==> config.mk <==
export PLATFORM = sky130hd
export DESIGN_NAME = sha1_byte_stream_hasher_flat
export DESIGN_NICKNAME = d
export VERILOG_FILES = /design/src/rtl/core/sha1bsh_pkg.sv /design/src/rtl/core/sha1bsh_in_if.sv /design/src/rtl/core/sha1bsh_out_if.sv /design/src/rtl/core/sha1bsh_sched.sv /design/src/rtl/core/sha1bsh_round.sv /design/src/rtl/core/sha1bsh_ctrl.sv /design/src/rtl/core/sha1_byte_stream_hasher.sv /design/src/flat_wrapper.sv
export VERILOG_INCLUDE_DIRS = /design/src /design/src/rtl/core
export SDC_FILE = /design/constraint.sdc
export NUM_CORES = 2
export LEC_CHECK = 0
export BUFFER_PORTS_ARGS = -buffer_cell sky130_fd_sc_hd__clkbuf_2
export CORE_MARGIN = 3
export CORE_UTILIZATION = 63
export CTS_CLUSTER_DIAMETER = 100
export DETAILED_ROUTE_END_ITERATION = 10
export GPL_ROUTABILITY_DRIVEN = 0
export GPL_TIMING_DRIVEN = 0
export MAX_ROUTING_LAYER = met4
export PLACE_DENSITY = 0.81
export SLEW_MARGIN = 20
export SYNTH_ARGS = -nofsm -noshare
export SYNTH_HDL_FRONTEND = slang
export SYNTH_SLANG_ARGS = --single-unit
==> constraint.sdc <==
create_clock -name clk_i -period 17.1 [get_ports clk_i]
set_input_delay 3.42 -clock clk_i [delete_from_list [all_inputs] [get_ports clk_i]]
set_output_delay 3.42 -clock clk_i [all_outputs]
set_load 0.1 [all_outputs]
==> src/rtl/core/sha1_byte_stream_hasher_macros.svh <==
// sha1_byte_stream_hasher_macros.svh: assertion macros shared by the hasher rtl
// no dependencies; taken in by the files that carry concurrent assertions
`ifndef SHA1_BYTE_STREAM_HASHER_MACROS_SVH
`define SHA1_BYTE_STREAM_HASHER_MACROS_SVH

// same-cycle implication, reset masks the check
`define SHA1BSH_ASSERT_IMP(label, clk, rst_n, ante, cons, msg) \
  label: assert property (@(posedge clk) disable iff (!rst_n) (ante) |-> (cons)) \
    else $error(msg);

// next-cycle implication, reset masks the check
`define SHA1BSH_ASSERT_NXT(label, clk, rst_n, ante, cons, msg) \
  label: assert property (@(posedge clk) disable iff (!rst_n) (ante) |=> (cons)) \
    else $error(msg);

`endif

==> src/rtl/core/sha1bsh_pkg.sv <==
// sha1bsh_pkg: types, constants and round functions of the sha-1 byte stream hasher
// no dependencies; imported by every module of the block
`timescale 1ns / 1ps
`default_nettype none

package sha1bsh_pkg;

  localparam int unsigned RoundsPerBlock = 80;
  localparam int unsigned BlockBytes     = 64;
  localparam int unsigned LenPos         = 56;
  localparam int unsigned CntW           = $clog2(RoundsPerBlock);
  localparam int unsigned FillW          = $clog2(BlockBytes);

  localparam logic [7:0] PAD_BYTE = 8'h80;

  typedef logic [4:0][31:0]  chain_t;
  typedef logic [15:0][31:0] window_t;

  localparam chain_t H_INIT = {32'hC3D2E1F0, 32'h10325476, 32'h98BADCFE,
                               32'hEFCDAB89, 32'h67452301};

  typedef enum logic [2:0] {
    ST_IDLE,
    ST_PAD,
    ST_ROUND,
    ST_UPDATE,
    ST_OUT
  } state_e;

  typedef enum logic [1:0] {
    STG_CH,
    STG_PAR1,
    STG_MAJ,
    STG_PAR2
  } stage_e;

  // strobes from the sequencer to the window and the round unit
  typedef struct packed {
    logic       byte_shift;
    logic [7:0] byte_val;
    logic       sched_shift;
    logic       vars_load;
    logic       vars_step;
    stage_e     stage;
    logic       chain_add;
    logic       chain_init;
  } ctl_t;

  function automatic logic [31:0] sha1_k(stage_e stg);
    logic [31:0] k;
    case (stg)
      STG_CH:   k = 32'h5A827999;
      STG_PAR1: k = 32'h6ED9EBA1;
      STG_MAJ:  k = 32'h8F1BBCDC;
      STG_PAR2: k = 32'hCA62C1D6;
      default:  k = 32'h5A827999;
    endcase
    return k;
  endfunction

  function automatic logic [31:0] sha1_f(stage_e stg, logic [31:0] b, logic [31:0] c,
                                         logic [31:0] d);
    logic [31:0] f;
    case (stg)
      STG_CH:  f = (b & c) | (~b & d);
      STG_MAJ: f = (b & c) | (b & d) | (c & d);
      default: f = b ^ c ^ d;
    endcase
    return f;
  endfunction

endpackage

`default_nettype wire

==> src/rtl/core/sha1bsh_in_if.sv <==
// sha1bsh_in_if: valid/ready channel carrying one message byte transaction
// no dependencies
`timescale 1ns / 1ps
`default_nettype none

interface sha1bsh_in_if;
  logic       valid;
  logic       ready;
  logic [7:0] data_byte;
  logic       byte_present;
  logic       last_byte;

  modport source (output valid, data_byte, byte_present, last_byte, input ready);
  modport sink   (input valid, data_byte, byte_present, last_byte, output ready);
endinterface

`default_nettype wire

==> src/rtl/core/sha1bsh_out_if.sv <==
// sha1bsh_out_if: valid/ready channel carrying one digest transaction
// no dependencies
`timescale 1ns / 1ps
`default_nettype none

interface sha1bsh_out_if;
  logic        valid;
  logic        ready;
  logic [31:0] digest_word0;
  logic [31:0] digest_word1;
  logic [31:0] digest_word2;
  logic [31:0] digest_word3;
  logic [31:0] digest_word4;
  logic [63:0] short_hash;
  logic        length_error;

  modport source (output valid, digest_word0, digest_word1, digest_word2, digest_word3,
                  digest_word4, short_hash, length_error, input ready);
  modport sink   (input valid, digest_word0, digest_word1, digest_word2, digest_word3,
                  digest_word4, short_hash, length_error, output ready);
endinterface

`default_nettype wire

==> src/rtl/core/sha1bsh_sched.sv <==
// sha1bsh_sched: 16-word message window, byte-wise fill and per-round schedule shift
// depends on sha1bsh_pkg
`timescale 1ns / 1ps
`default_nettype none

module sha1bsh_sched (
  input  logic                clk_i,
  input  sha1bsh_pkg::ctl_t   ctl_i,
  output logic [31:0]         w_o
);
  import sha1bsh_pkg::*;

  window_t     win_q, win_d;
  logic [31:0] w_mix;

  // next schedule word, w[t+16] from the taps of the window
  assign w_mix = win_q[13] ^ win_q[8] ^ win_q[2] ^ win_q[0];

  always_comb begin
    win_d = win_q;
    if (ctl_i.byte_shift) begin
      // byte fill: the whole window moves one byte toward word 0
      for (int i = 0; i < 15; i++) begin
        win_d[i] = {win_q[i][23:0], win_q[i+1][31:24]};
      end
      win_d[15] = {win_q[15][23:0], ctl_i.byte_val};
    end else if (ctl_i.sched_shift) begin
      for (int i = 0; i < 15; i++) begin
        win_d[i] = win_q[i+1];
      end
      win_d[15] = {w_mix[30:0], w_mix[31]};
    end
  end

  // window registers hold payload only
  always_ff @(posedge clk_i) begin
    win_q <= win_d;
  end

  assign w_o = win_q[0];

endmodule

`default_nettype wire

==> src/rtl/core/sha1bsh_round.sv <==
// sha1bsh_round: shared sha-1 round unit with working variables and chaining words
// depends on sha1bsh_pkg
`timescale 1ns / 1ps
`default_nettype none

module sha1bsh_round (
  input  logic                 clk_i,
  input  logic                 rst_ni,
  input  sha1bsh_pkg::ctl_t    ctl_i,
  input  logic [31:0]          w_i,
  output sha1bsh_pkg::chain_t  chain_o
);
  import sha1bsh_pkg::*;

  chain_t      vars_q, vars_d;
  chain_t      chain_q, chain_d;
  logic [31:0] sum;

  // one round: rotl(a,5) + f + e + w + k
  assign sum = {vars_q[0][26:0], vars_q[0][31:27]}
             + sha1_f(ctl_i.stage, vars_q[1], vars_q[2], vars_q[3])
             + vars_q[4] + w_i + sha1_k(ctl_i.stage);

  always_comb begin
    vars_d = vars_q;
    if (ctl_i.vars_load) begin
      vars_d = chain_q;
    end else if (ctl_i.vars_step) begin
      vars_d[4] = vars_q[3];
      vars_d[3] = vars_q[2];
      vars_d[2] = {vars_q[1][1:0], vars_q[1][31:2]};
      vars_d[1] = vars_q[0];
      vars_d[0] = sum;
    end
  end

  // chaining words: add after a block, back to init after a digest leaves
  always_comb begin
    chain_d = chain_q;
    if (ctl_i.chain_init) begin
      chain_d = H_INIT;
    end else if (ctl_i.chain_add) begin
      for (int i = 0; i < 5; i++) begin
        chain_d[i] = chain_q[i] + vars_q[i];
      end
    end
  end

  always_ff @(posedge clk_i) begin
    vars_q <= vars_d;
  end

  always_ff @(posedge clk_i or negedge rst_ni) begin
    if (!rst_ni) begin
      chain_q <= H_INIT;
    end else begin
      chain_q <= chain_d;
    end
  end

  assign chain_o = chain_q;

endmodule

`default_nettype wire

==> src/rtl/core/sha1bsh_ctrl.sv <==
// sha1bsh_ctrl: sequencer for byte intake, padding, rounds and digest hand-off
// depends on sha1bsh_pkg and sha1_byte_stream_hasher_macros.svh
`timescale 1ns / 1ps
`default_nettype none
`include "sha1_byte_stream_hasher_macros.svh"

module sha1bsh_ctrl (
  input  logic               clk_i,
  input  logic               rst_ni,
  input  logic               in_valid_i,
  output logic               in_ready_o,
  input  logic [7:0]         data_byte_i,
  input  logic               byte_present_i,
  input  logic               last_byte_i,
  output logic               out_valid_o,
  input  logic               out_ready_i,
  output logic               length_error_o,
  output sha1bsh_pkg::ctl_t  ctl_o
);
  import sha1bsh_pkg::*;

  state_e           state_q, state_d;
  logic [CntW-1:0]  cnt_q, cnt_d;
  logic [FillW-1:0] fill_q, fill_d;
  logic [63:0]      bc_q, bc_d;
  logic [63:0]      bc_add;
  logic             ovf_q, ovf_d;
  logic             finishing_q, finishing_d;
  logic             pad_first_q, pad_first_d;
  logic             tail_zero_q, tail_zero_d;
  logic             pad_done_q, pad_done_d;
  logic             take, wrap, fill_last, in_len_zone;
  logic [7:0]       len_byte;

  localparam logic [FillW-1:0] FillLast = FillW'(BlockBytes - 1);
  localparam logic [FillW-1:0] FillLen  = FillW'(LenPos);
  localparam logic [CntW-1:0]  CntLast  = CntW'(RoundsPerBlock - 1);

  assign take        = byte_present_i && !ovf_q;
  assign bc_add      = bc_q + 64'd8;
  assign fill_last   = (fill_q == FillLast);
  assign wrap        = take && fill_last;
  assign in_len_zone = (fill_q >= FillLen);
  // big-endian length byte for positions 56..63
  assign len_byte    = 8'(bc_q >> {~fill_q[2:0], 3'b000});

  // next state and strobes
  always_comb begin
    state_d     = state_q;
    cnt_d       = cnt_q;
    fill_d      = fill_q;
    bc_d        = bc_q;
    ovf_d       = ovf_q;
    finishing_d = finishing_q;
    pad_first_d = pad_first_q;
    tail_zero_d = tail_zero_q;
    pad_done_d  = pad_done_q;
    in_ready_o  = 1'b0;
    out_valid_o = 1'b0;
    ctl_o       = '0;
    ctl_o.stage = STG_CH;

    case (state_q)
      ST_IDLE: begin
        in_ready_o = 1'b1;
        if (in_valid_i) begin
          if (take) begin
            ctl_o.byte_shift = 1'b1;
            ctl_o.byte_val   = data_byte_i;
            fill_d           = fill_q + 1'b1;
            bc_d             = bc_add;
            if (bc_add == 64'd0) begin
              ovf_d = 1'b1;
            end
          end
          if (last_byte_i && ovf_d) begin
            state_d = ST_OUT;
          end else begin
            if (last_byte_i) begin
              finishing_d = 1'b1;
              pad_first_d = 1'b1;
              pad_done_d  = 1'b0;
              tail_zero_d = 1'b0;
              state_d     = ST_PAD;
            end
            if (wrap) begin
              ctl_o.vars_load = 1'b1;
              cnt_d           = '0;
              state_d         = ST_ROUND;
            end
          end
        end
      end

      ST_PAD: begin
        // one pad, fill or length byte per cycle
        ctl_o.byte_shift = 1'b1;
        fill_d           = fill_q + 1'b1;
        if (pad_first_q) begin
          ctl_o.byte_val = PAD_BYTE;
          pad_first_d    = 1'b0;
          tail_zero_d    = in_len_zone;
        end else if (in_len_zone && !tail_zero_q) begin
          ctl_o.byte_val = len_byte;
          if (fill_last) begin
            pad_done_d = 1'b1;
          end
        end else begin
          ctl_o.byte_val = 8'h00;
        end
        if (fill_last) begin
          tail_zero_d     = 1'b0;
          ctl_o.vars_load = 1'b1;
          cnt_d           = '0;
          state_d         = ST_ROUND;
        end
      end

      ST_ROUND: begin
        ctl_o.vars_step   = 1'b1;
        ctl_o.sched_shift = 1'b1;
        if (cnt_q < CntW'(20)) begin
          ctl_o.stage = STG_CH;
        end else if (cnt_q < CntW'(40)) begin
          ctl_o.stage = STG_PAR1;
        end else if (cnt_q < CntW'(60)) begin
          ctl_o.stage = STG_MAJ;
        end else begin
          ctl_o.stage = STG_PAR2;
        end
        cnt_d = cnt_q + 1'b1;
        if (cnt_q == CntLast) begin
          state_d = ST_UPDATE;
        end
      end

      ST_UPDATE: begin
        ctl_o.chain_add = 1'b1;
        if (!finishing_q) begin
          state_d = ST_IDLE;
        end else if (pad_done_q) begin
          state_d = ST_OUT;
        end else begin
          state_d = ST_PAD;
        end
      end

      ST_OUT: begin
        out_valid_o = 1'b1;
        if (out_ready_i) begin
          ctl_o.chain_init = 1'b1;
          fill_d           = '0;
          bc_d             = '0;
          ovf_d            = 1'b0;
          finishing_d      = 1'b0;
          pad_first_d      = 1'b0;
          tail_zero_d      = 1'b0;
          pad_done_d       = 1'b0;
          state_d          = ST_IDLE;
        end
      end

      default: begin
        state_d = ST_IDLE;
      end
    endcase
  end

  always_ff @(posedge clk_i or negedge rst_ni) begin
    if (!rst_ni) begin
      state_q     <= ST_IDLE;
      cnt_q       <= '0;
      fill_q      <= '0;
      bc_q        <= '0;
      ovf_q       <= 1'b0;
      finishing_q <= 1'b0;
      pad_first_q <= 1'b0;
      tail_zero_q <= 1'b0;
      pad_done_q  <= 1'b0;
    end else begin
      state_q     <= state_d;
      cnt_q       <= cnt_d;
      fill_q      <= fill_d;
      bc_q        <= bc_d;
      ovf_q       <= ovf_d;
      finishing_q <= finishing_d;
      pad_first_q <= pad_first_d;
      tail_zero_q <= tail_zero_d;
      pad_done_q  <= pad_done_d;
    end
  end

  assign length_error_o = ovf_q;

  // checks
  `SHA1BSH_ASSERT_IMP(a_no_intake_while_out, clk_i, rst_ni, out_valid_o, !in_ready_o, "input ready while digest pending")
  `SHA1BSH_ASSERT_IMP(a_round_in_range, clk_i, rst_ni, state_q == ST_ROUND, cnt_q <= CntLast, "round counter out of range")
  `SHA1BSH_ASSERT_NXT(a_clear_after_out, clk_i, rst_ni, out_valid_o && out_ready_i, (fill_q == '0) && (bc_q == '0) && !ovf_q, "message state not cleared after digest")
  `SHA1BSH_ASSERT_IMP(a_done_only_final, clk_i, rst_ni, pad_done_q, finishing_q, "length block finished outside a message end")

endmodule

`default_nettype wire

==> src/rtl/core/sha1_byte_stream_hasher.sv <==
// SHA-1 byte stream hasher. A message arrives one byte per input transaction; a
// transaction with last_byte set ends it and produces one digest transaction. Bytes
// are taken at one per cycle while the input is ready. Every 64th byte starts a
// compression (80 rounds on one shared round adder, then the chaining update) during
// which the input is not ready. At the end of a message the pad, zero fill and length
// bytes are shifted in at one per cycle, then compressed, with a second final block
// when the length no longer fits, before the digest is offered. The digest is held
// until taken; no new byte is accepted meanwhile. In a sustained stream the pace is
// set by the single round unit, as no byte is taken during a compression. On length
// overflow the digest reads as zero with length_error set.
// depends on sha1bsh_pkg, sha1bsh_in_if, sha1bsh_out_if, sha1bsh_ctrl, sha1bsh_sched,
// sha1bsh_round
`timescale 1ns / 1ps
`default_nettype none

module sha1_byte_stream_hasher (
  input  logic                 clk_i,
  input  logic                 rst_ni,
  sha1bsh_in_if.sink           msg_i,
  sha1bsh_out_if.source        dig_o
);
  import sha1bsh_pkg::*;

  ctl_t        ctl;
  chain_t      chain;
  logic [31:0] w;
  logic        len_err;

  sha1bsh_ctrl u_ctrl (
    .clk_i          (clk_i),
    .rst_ni         (rst_ni),
    .in_valid_i     (msg_i.valid),
    .in_ready_o     (msg_i.ready),
    .data_byte_i    (msg_i.data_byte),
    .byte_present_i (msg_i.byte_present),
    .last_byte_i    (msg_i.last_byte),
    .out_valid_o    (dig_o.valid),
    .out_ready_i    (dig_o.ready),
    .length_error_o (len_err),
    .ctl_o          (ctl)
  );

  sha1bsh_sched u_sched (
    .clk_i (clk_i),
    .ctl_i (ctl),
    .w_o   (w)
  );

  sha1bsh_round u_round (
    .clk_i   (clk_i),
    .rst_ni  (rst_ni),
    .ctl_i   (ctl),
    .w_i     (w),
    .chain_o (chain)
  );

  // digest words read straight from the chaining registers, zeroed on overflow
  assign dig_o.digest_word0 = len_err ? 32'd0 : chain[0];
  assign dig_o.digest_word1 = len_err ? 32'd0 : chain[1];
  assign dig_o.digest_word2 = len_err ? 32'd0 : chain[2];
  assign dig_o.digest_word3 = len_err ? 32'd0 : chain[3];
  assign dig_o.digest_word4 = len_err ? 32'd0 : chain[4];
  assign dig_o.short_hash   = len_err ? 64'd0 : {chain[0], chain[1]};
  assign dig_o.length_error = len_err;

endmodule

`default_nettype wire

==> src/flat_wrapper.sv <==
// flat-port wrapper written by rule: the top's interface ports become plain ports
module sha1_byte_stream_hasher_flat import sha1bsh_pkg::*;
  (clk_i, rst_ni, msg_i_valid, msg_i_data_byte, msg_i_byte_present, msg_i_last_byte, msg_i_ready, dig_o_valid, dig_o_digest_word0, dig_o_digest_word1, dig_o_digest_word2, dig_o_digest_word3, dig_o_digest_word4, dig_o_short_hash, dig_o_length_error, dig_o_ready);
  sha1bsh_in_if msg_i_i ();
  sha1bsh_out_if dig_o_i ();
  input  logic clk_i;
  input  logic rst_ni;
  input wire logic [$bits(msg_i_i.valid)-1:0] msg_i_valid;
  input wire logic [$bits(msg_i_i.data_byte)-1:0] msg_i_data_byte;
  input wire logic [$bits(msg_i_i.byte_present)-1:0] msg_i_byte_present;
  input wire logic [$bits(msg_i_i.last_byte)-1:0] msg_i_last_byte;
  output wire logic [$bits(msg_i_i.ready)-1:0] msg_i_ready;
  output wire logic [$bits(dig_o_i.valid)-1:0] dig_o_valid;
  output wire logic [$bits(dig_o_i.digest_word0)-1:0] dig_o_digest_word0;
  output wire logic [$bits(dig_o_i.digest_word1)-1:0] dig_o_digest_word1;
  output wire logic [$bits(dig_o_i.digest_word2)-1:0] dig_o_digest_word2;
  output wire logic [$bits(dig_o_i.digest_word3)-1:0] dig_o_digest_word3;
  output wire logic [$bits(dig_o_i.digest_word4)-1:0] dig_o_digest_word4;
  output wire logic [$bits(dig_o_i.short_hash)-1:0] dig_o_short_hash;
  output wire logic [$bits(dig_o_i.length_error)-1:0] dig_o_length_error;
  input wire logic [$bits(dig_o_i.ready)-1:0] dig_o_ready;
  assign msg_i_i.valid = msg_i_valid;
  assign msg_i_i.data_byte = msg_i_data_byte;
  assign msg_i_i.byte_present = msg_i_byte_present;
  assign msg_i_i.last_byte = msg_i_last_byte;
  assign msg_i_ready = msg_i_i.ready;
  assign dig_o_valid = dig_o_i.valid;
  assign dig_o_digest_word0 = dig_o_i.digest_word0;
  assign dig_o_digest_word1 = dig_o_i.digest_word1;
  assign dig_o_digest_word2 = dig_o_i.digest_word2;
  assign dig_o_digest_word3 = dig_o_i.digest_word3;
  assign dig_o_digest_word4 = dig_o_i.digest_word4;
  assign dig_o_short_hash = dig_o_i.short_hash;
  assign dig_o_length_error = dig_o_i.length_error;
  assign dig_o_i.ready = dig_o_ready;
  sha1_byte_stream_hasher u_core (.clk_i(clk_i), .rst_ni(rst_ni), .msg_i(msg_i_i), .dig_o(dig_o_i));
endmodule
# After elaboration in Yosys (flattened, before gate mapping)
# Cells that the tools add are included.
word_totals:
  register_bits: 917
  latchBits: 0
  ramBits: 0
  romBits: 0
  in_bits: 14
  output_inout_bits: 227
  word_cells: 190
  n_memories: 0
classes:
  add_sub_neg: 12
  n_mul: 0
  div: 0
  n_lt_le_gt_ge: 4
  eq_ne: 21
  n_shift: 1
  mux: 79
  bitwise: 14
  reduce_logical: 24
ops:
  columns: ["cell", "n"]
  rows:
  - ["$mux W512", 2]
  - ["$mux W160", 4]
  - ["$add A32 B32 Y32", 9]
  - ["$mux W64", 4]
  - ["$mux W32", 5]
  - ["$xor A32 B32 Y32", 5]
  - ["$and A32 B32 Y32", 4]
  - ["$pmux W32 S4", 1]
  - ["$pmux W64 S2", 1]
  - ["$or A32 B32 Y32", 3]
  - ["$add A64 B4 Y64 const B", 1]
  - ["$logic_not A64 Y1", 1]
  - ["$pmux W32 S2", 1]
  - ["$shr A64 B6 Y8", 1]
  - ["$not A32 Y32", 1]
  - ["$mux W3", 10]
  - ["$mux W1", 28]
  - ["$mux W7", 4]
  - ["$pmux W7 S3", 1]
  - ["$ne A2 B2 Y1 const B", 10]
  - ["$reduce_and A5 Y1", 4]
  - ["$mux W6", 3]
  - ["$mux W9", 2]
  - ["$pmux W6 S3", 1]
  - ["other kinds (31)", 49]

# Logic depth before layout (Yosys ltp)
depth:
  ltp_word: 13
  depth_mapped: 32
  depth_no_buf: 27

# Modules after synthesis
# A second synthesis with hierarchy kept.
hier_totals:
  cells_unflattened: 5151
  area_unflattened_um2: 56998.4
modules_own_cells:
  columns: ["mod", "instances", "cells_per_inst", "area_per_inst_um2", "seq_area_each_um2"]
  rows:
  - ["sha1bsh_round", 1, 2849, 26031.2, 8908.5]
  - ["sha1bsh_sched", 1, 1246, 22907.0, 15374.7]
  - ["sha1bsh_ctrl", 1, 815, 6476.2, 2052.0]
  - ["sha1_byte_stream_hasher", 1, 241, 1584.0, 0.0]

# Worst setup path before layout
# No wires, ideal clock.
synth_timing:
  path_type: "input port to flip-flop"
  start: "in msg_i_byte_present"
  end: "reg u_core.u_sched.win_q, in the netlist u_core.u_sched.w_o[0], enable pin"
  setup_time_ns: 3.662
  arrival_ns: 12.842
  required_time_ns: 13.438
  slack_ns: 0.596
  path_stages: 7
  n_path_buf: 3
  path_cell_list: "nor2b_1 -> a21oi_1 -> or3_1 -> clkbuf_1 -> clkbuf_1 -> clkbuf_1 -> nand2_1"
synth_between:
  elab_chain_cells: 5
synth_lines:
  columns: ["item", "line", "source"]
  rows:
  - ["start: declaration", "flat_wrapper.sv:10", "input wire logic [$bits(msg_i_i.byte_present)-1:0] msg_i_byte_present;"]
  - ["$logic_and A1 B1 Y1", "sha1bsh_ctrl.sv:39", "assign take = byte_present_i && !ovf_q;"]
  - ["$mux W9", "sha1bsh_ctrl.sv:67", "if (take) begin"]
  - ["$mux W9", "sha1bsh_ctrl.sv:66", "if (in_valid_i) begin"]
  - ["$pmux W9 S2", "sha1bsh_ctrl.sv:63", "case (state_q)"]
  - ["$reduce_bool A2 Y1 (no line)", null, null]
  - ["end signal: assignment", "sha1bsh_sched.sv:37", "win_q <= win_d;"]
  - ["end: declaration", "sha1bsh_sched.sv:13", "window_t win_q, win_d;"]
# Every way passes these cells.
# A chain may end at the register's enable or synchronous reset.

==> results.cfg <==
[outcome]
status = finished, violations left
violations = DRC

[floorplan]
core_sq_um = 87300
die_y_um = 304
initial_utilization = 0.640
rows = 108
die_area_sq_um = 92300
io_pins = 241
die_x_um = 304

[sta]
rsz0062_at_grt = false
final.setup.tns_ns = 0
drv_slew = 0
clock.fmax_mhz = 96.4
timing.final.crit_period_ns = 10.37
hold_viol = 0
setup_viol = 0
max_slew_margin = 0.136
finalClockSkew_ns = 0.0363
final.period_utilization = 0.607
tightest_slew_ns = 1.30

[setup_path]
end_kind = flip-flop
cp.arrival_ns = 10.82
cp_max_fo = 14
timing.reg2reg.setup_slack_ns = 6.73
critical_path.most_common_cell = clkbuf_1
cp-start-kind = flip-flop
criticalPathCategory = flip-flop to flip-flop
cp_slowest_stage_delay_ns = 0.81
cp_slowest_cell = clkbuf_1
required_ns = 17.55

[clocking]
htree_levels = 3
clockRootBuffer = clkbuf_16
cts_resized = 0
cts_tree = yes
holdBufCountCts = 0
cts_setup_buffers = 0
clk_pin_slew_ns = 0.06
clock_latency_ns = 0.71
clockBufferDepth = 3
cts.sinks = 914
numCtsBuffers = 98

[global_route]
grt_usage = 0.409
grt_pass1_vias = 47189
grt_pass1_wl_um = 280000
grt_max_degree = 89
overflow = 0
antenna_found_initial = 3

[routing]
drt-total-wl_um = 187000
vias = 48993
drtAntennaViolNets = 0
drt_pass1_iterations = 11
initialDrtViolationCount = 7163
drc = 2
routedWlPerCell_um = 24.3
via_per_inst = 6.37

[finish]
area_growth_pct = 11.4
nFillCells = 6350
drive_gt1_frac = 0.101
layout.nets = 6796

[yosys]
ys_ff_latch = 914
syn_inst = 6097
synth_edf_count = 672
syn_nets = 6438
yosysUniqueCellTypes = 86
synth_flop_cell = edfxtp_1
synth-async-reset-ratio = 0.265
seq_area_frac_synth = 0.471
syn-cell-area_sq_um = 55900
synth.avg_cell_area_sq_um = 9.16
yosys_warnings = 0

[placement]
hpwl_um = 140000
portBuffers = 240

[hold_path]
min-delay-path-class = flip-flop to flip-flop

[flow_run]
drv_cap = 0
critical path, delay by kind of cell (launching register included):
family / cells / cell delay, ns
AOI/OAI and AO/OA: 11 / 3.15
xor gates and xnor gates: 1 / 0.15
muxes: 1 / 0.26
DFF: 1 / 0.38
adders and majority gates: 5 / 1.93
buffers and inverters: 10 / 3.42
and+or+nand+nor: 3 / 0.83
cell usage in the layout, fill, tap and decap left out, types with 90 or more instances in the layout:
| cell type | synthesis | routed |
|---|---|---|
| nand2_1 | 1825 | 1824 |
| edfxtp_1 | 672 | 672 |
| inv_1 | 418 | 418 |
| o21ai_0 | 399 | 399 |
| clkbuf_1 | 227 | 246 |
| clkbuf_2 | 2 | 244 |
| a21oi_1 | 221 | 221 |
| ha_1 | 202 | 202 |
| nor2_1 | 185 | 185 |
| nor2b_1 | 177 | 177 |
| xnor2_1 | 177 | 177 |
| dfrtp_1 | 162 | 162 |
| fa_1 | 125 | 125 |
| o21ai_1 | 109 | 109 |
| nand3_1 | 102 | 102 |
| clkbuf_16 | 0 | 99 |
| xor2_1 | 98 | 98 |
| a21o_1 | 90 | 90 |
sequential cells by signal, summed over array words and instances (netlist names), 3 cells and up:
signal,cells
u_core.u_ctrl.fill_q,6
u_core.u_ctrl.bc_q,61
u_core.u_sched.w_o,32
u_core.u_ctrl.state_q,3
u_core.u_round.chain_o,160
u_core.u_round.vars_q,160
u_core.u_ctrl.cnt_q,7
u_core.u_sched.win_q,480
synthesized netlist by cell type (all sizes together) (9+ instances only):
library cell | n | area, sq um
or3 | 35 | 219
mux4 | 13 | 293
nor3 | 82 | 410
a21o | 90 | 676
nor2 | 185 | 694
a21boi | 9 | 67.6
ha | 202 | 2530
clkbuf | 229 | 862
edfxtp | 672 | 20200
nand3 | 104 | 538
buf | 127 | 867
a221oi | 36 | 322
nor4 | 23 | 163
o211ai | 15 | 113
o22a | 9 | 78.8
and3 | 31 | 194
xor2 | 98 | 858
xnor2 | 177 | 1550
o21a | 35 | 263
nor2b | 177 | 1110
nand2 | 1825 | 6850
nand4 | 42 | 278
a31oi | 37 | 231
o22ai | 11 | 68.8
or4 | 9 | 71.3
fa | 125 | 2500
and4 | 20 | 175
o41ai | 13 | 114
inv | 418 | 1570
o21ai | 508 | 2540
and2 | 21 | 131
o21bai | 12 | 90.1
a211o | 11 | 96.3
dfrtp | 162 | 4050
o31ai | 39 | 293
a211oi | 24 | 180
dfstp | 80 | 2100
mux2 | 14 | 158
mux2i | 20 | 200
a21oi | 221 | 1110
nand2b | 37 | 231
cell families after synthesis:
family          Yosys count  share of synthesized area
compound gates         1135                      0.122
xor+xnor                275                     0.0431
fa+ha+maj               328                     0.0902
buf+inv                 774                     0.0590
flops                   914                      0.471
mux                      47                     0.0116
simple gates           2624                      0.203
final cells by class:
class | count | area [sq um] | area share
clock inverter | 53 | 577 | 0.00926
sequential | 914 | 26300 | 0.423
buffer | 356 | 1730 | 0.0278
multi-input combinational | 4409 | 26300 | 0.422
clock buffer | 130 | 2680 | 0.0431
inverter | 418 | 1570 | 0.0252
timing repair buffer | 258 | 1640 | 0.0263
antenna | 4 | 10.0 | 0.000161
tap | 1155 | 1450 | 0.0232
layer usage:
| metal | wire, um | share of wire | vias to the layer above | GRT usage |
|---|---|---|---|---|
| met5 | 0 | 0 | - | - |
| met4 | 18200 | 0.097 | 0 | 0.315 |
| met3 | 23600 | 0.13 | 961 | 0.0933 |
| met2 | 82500 | 0.44 | 3761 | 0.604 |
| met1 | 62900 | 0.34 | 22848 | 0.487 |
| li1 | - | - | 21423 | - |
path summary, 6_finish.rpt:
path	from	end	depth (start not counted)
min reg2reg	u_core.u_round.chain_o[0]$_DFFE_PN1P_	u_core.u_round.chain_o[0]$_DFFE_PN1P_	2
max	u_core.u_ctrl.state_q[1]$_DFFE_PN0P_	u_core.u_round.vars_q[30]$_DFFE_PP_	31
min in group asynchronous	rst_ni	u_core.u_round.chain_o[144]$_DFFE_PN0P_	1
min	u_core.u_round.chain_o[0]$_DFFE_PN1P_	u_core.u_round.chain_o[0]$_DFFE_PN1P_	2
max in group asynchronous	rst_ni	u_core.u_ctrl.bc_q[33]$_DFFE_PN0P_	3
max reg2reg	u_core.u_ctrl.state_q[1]$_DFFE_PN0P_	u_core.u_round.vars_q[30]$_DFFE_PP_	31
metrics by stage:
step	hold WS [ns]	utilization	cell area (sq um)	worst slack, ns	instances
after CTS	0.509	0.713	62200	7.18	7693
after detailed placement	0.499	0.676	59000	7.23	7510
after floorplan	0.473	-	55900	0.596	6097
final	0.513	0.713	62300	6.73	7697
after global routing	0.534	0.713	62300	6.49	7696
after global placement	0.488	0.670	58500	-4.84	7492
Power is left out: the tool's default activity adds up to more than one toggle a clock period on the data nets, which glitch-free logic cannot reach.
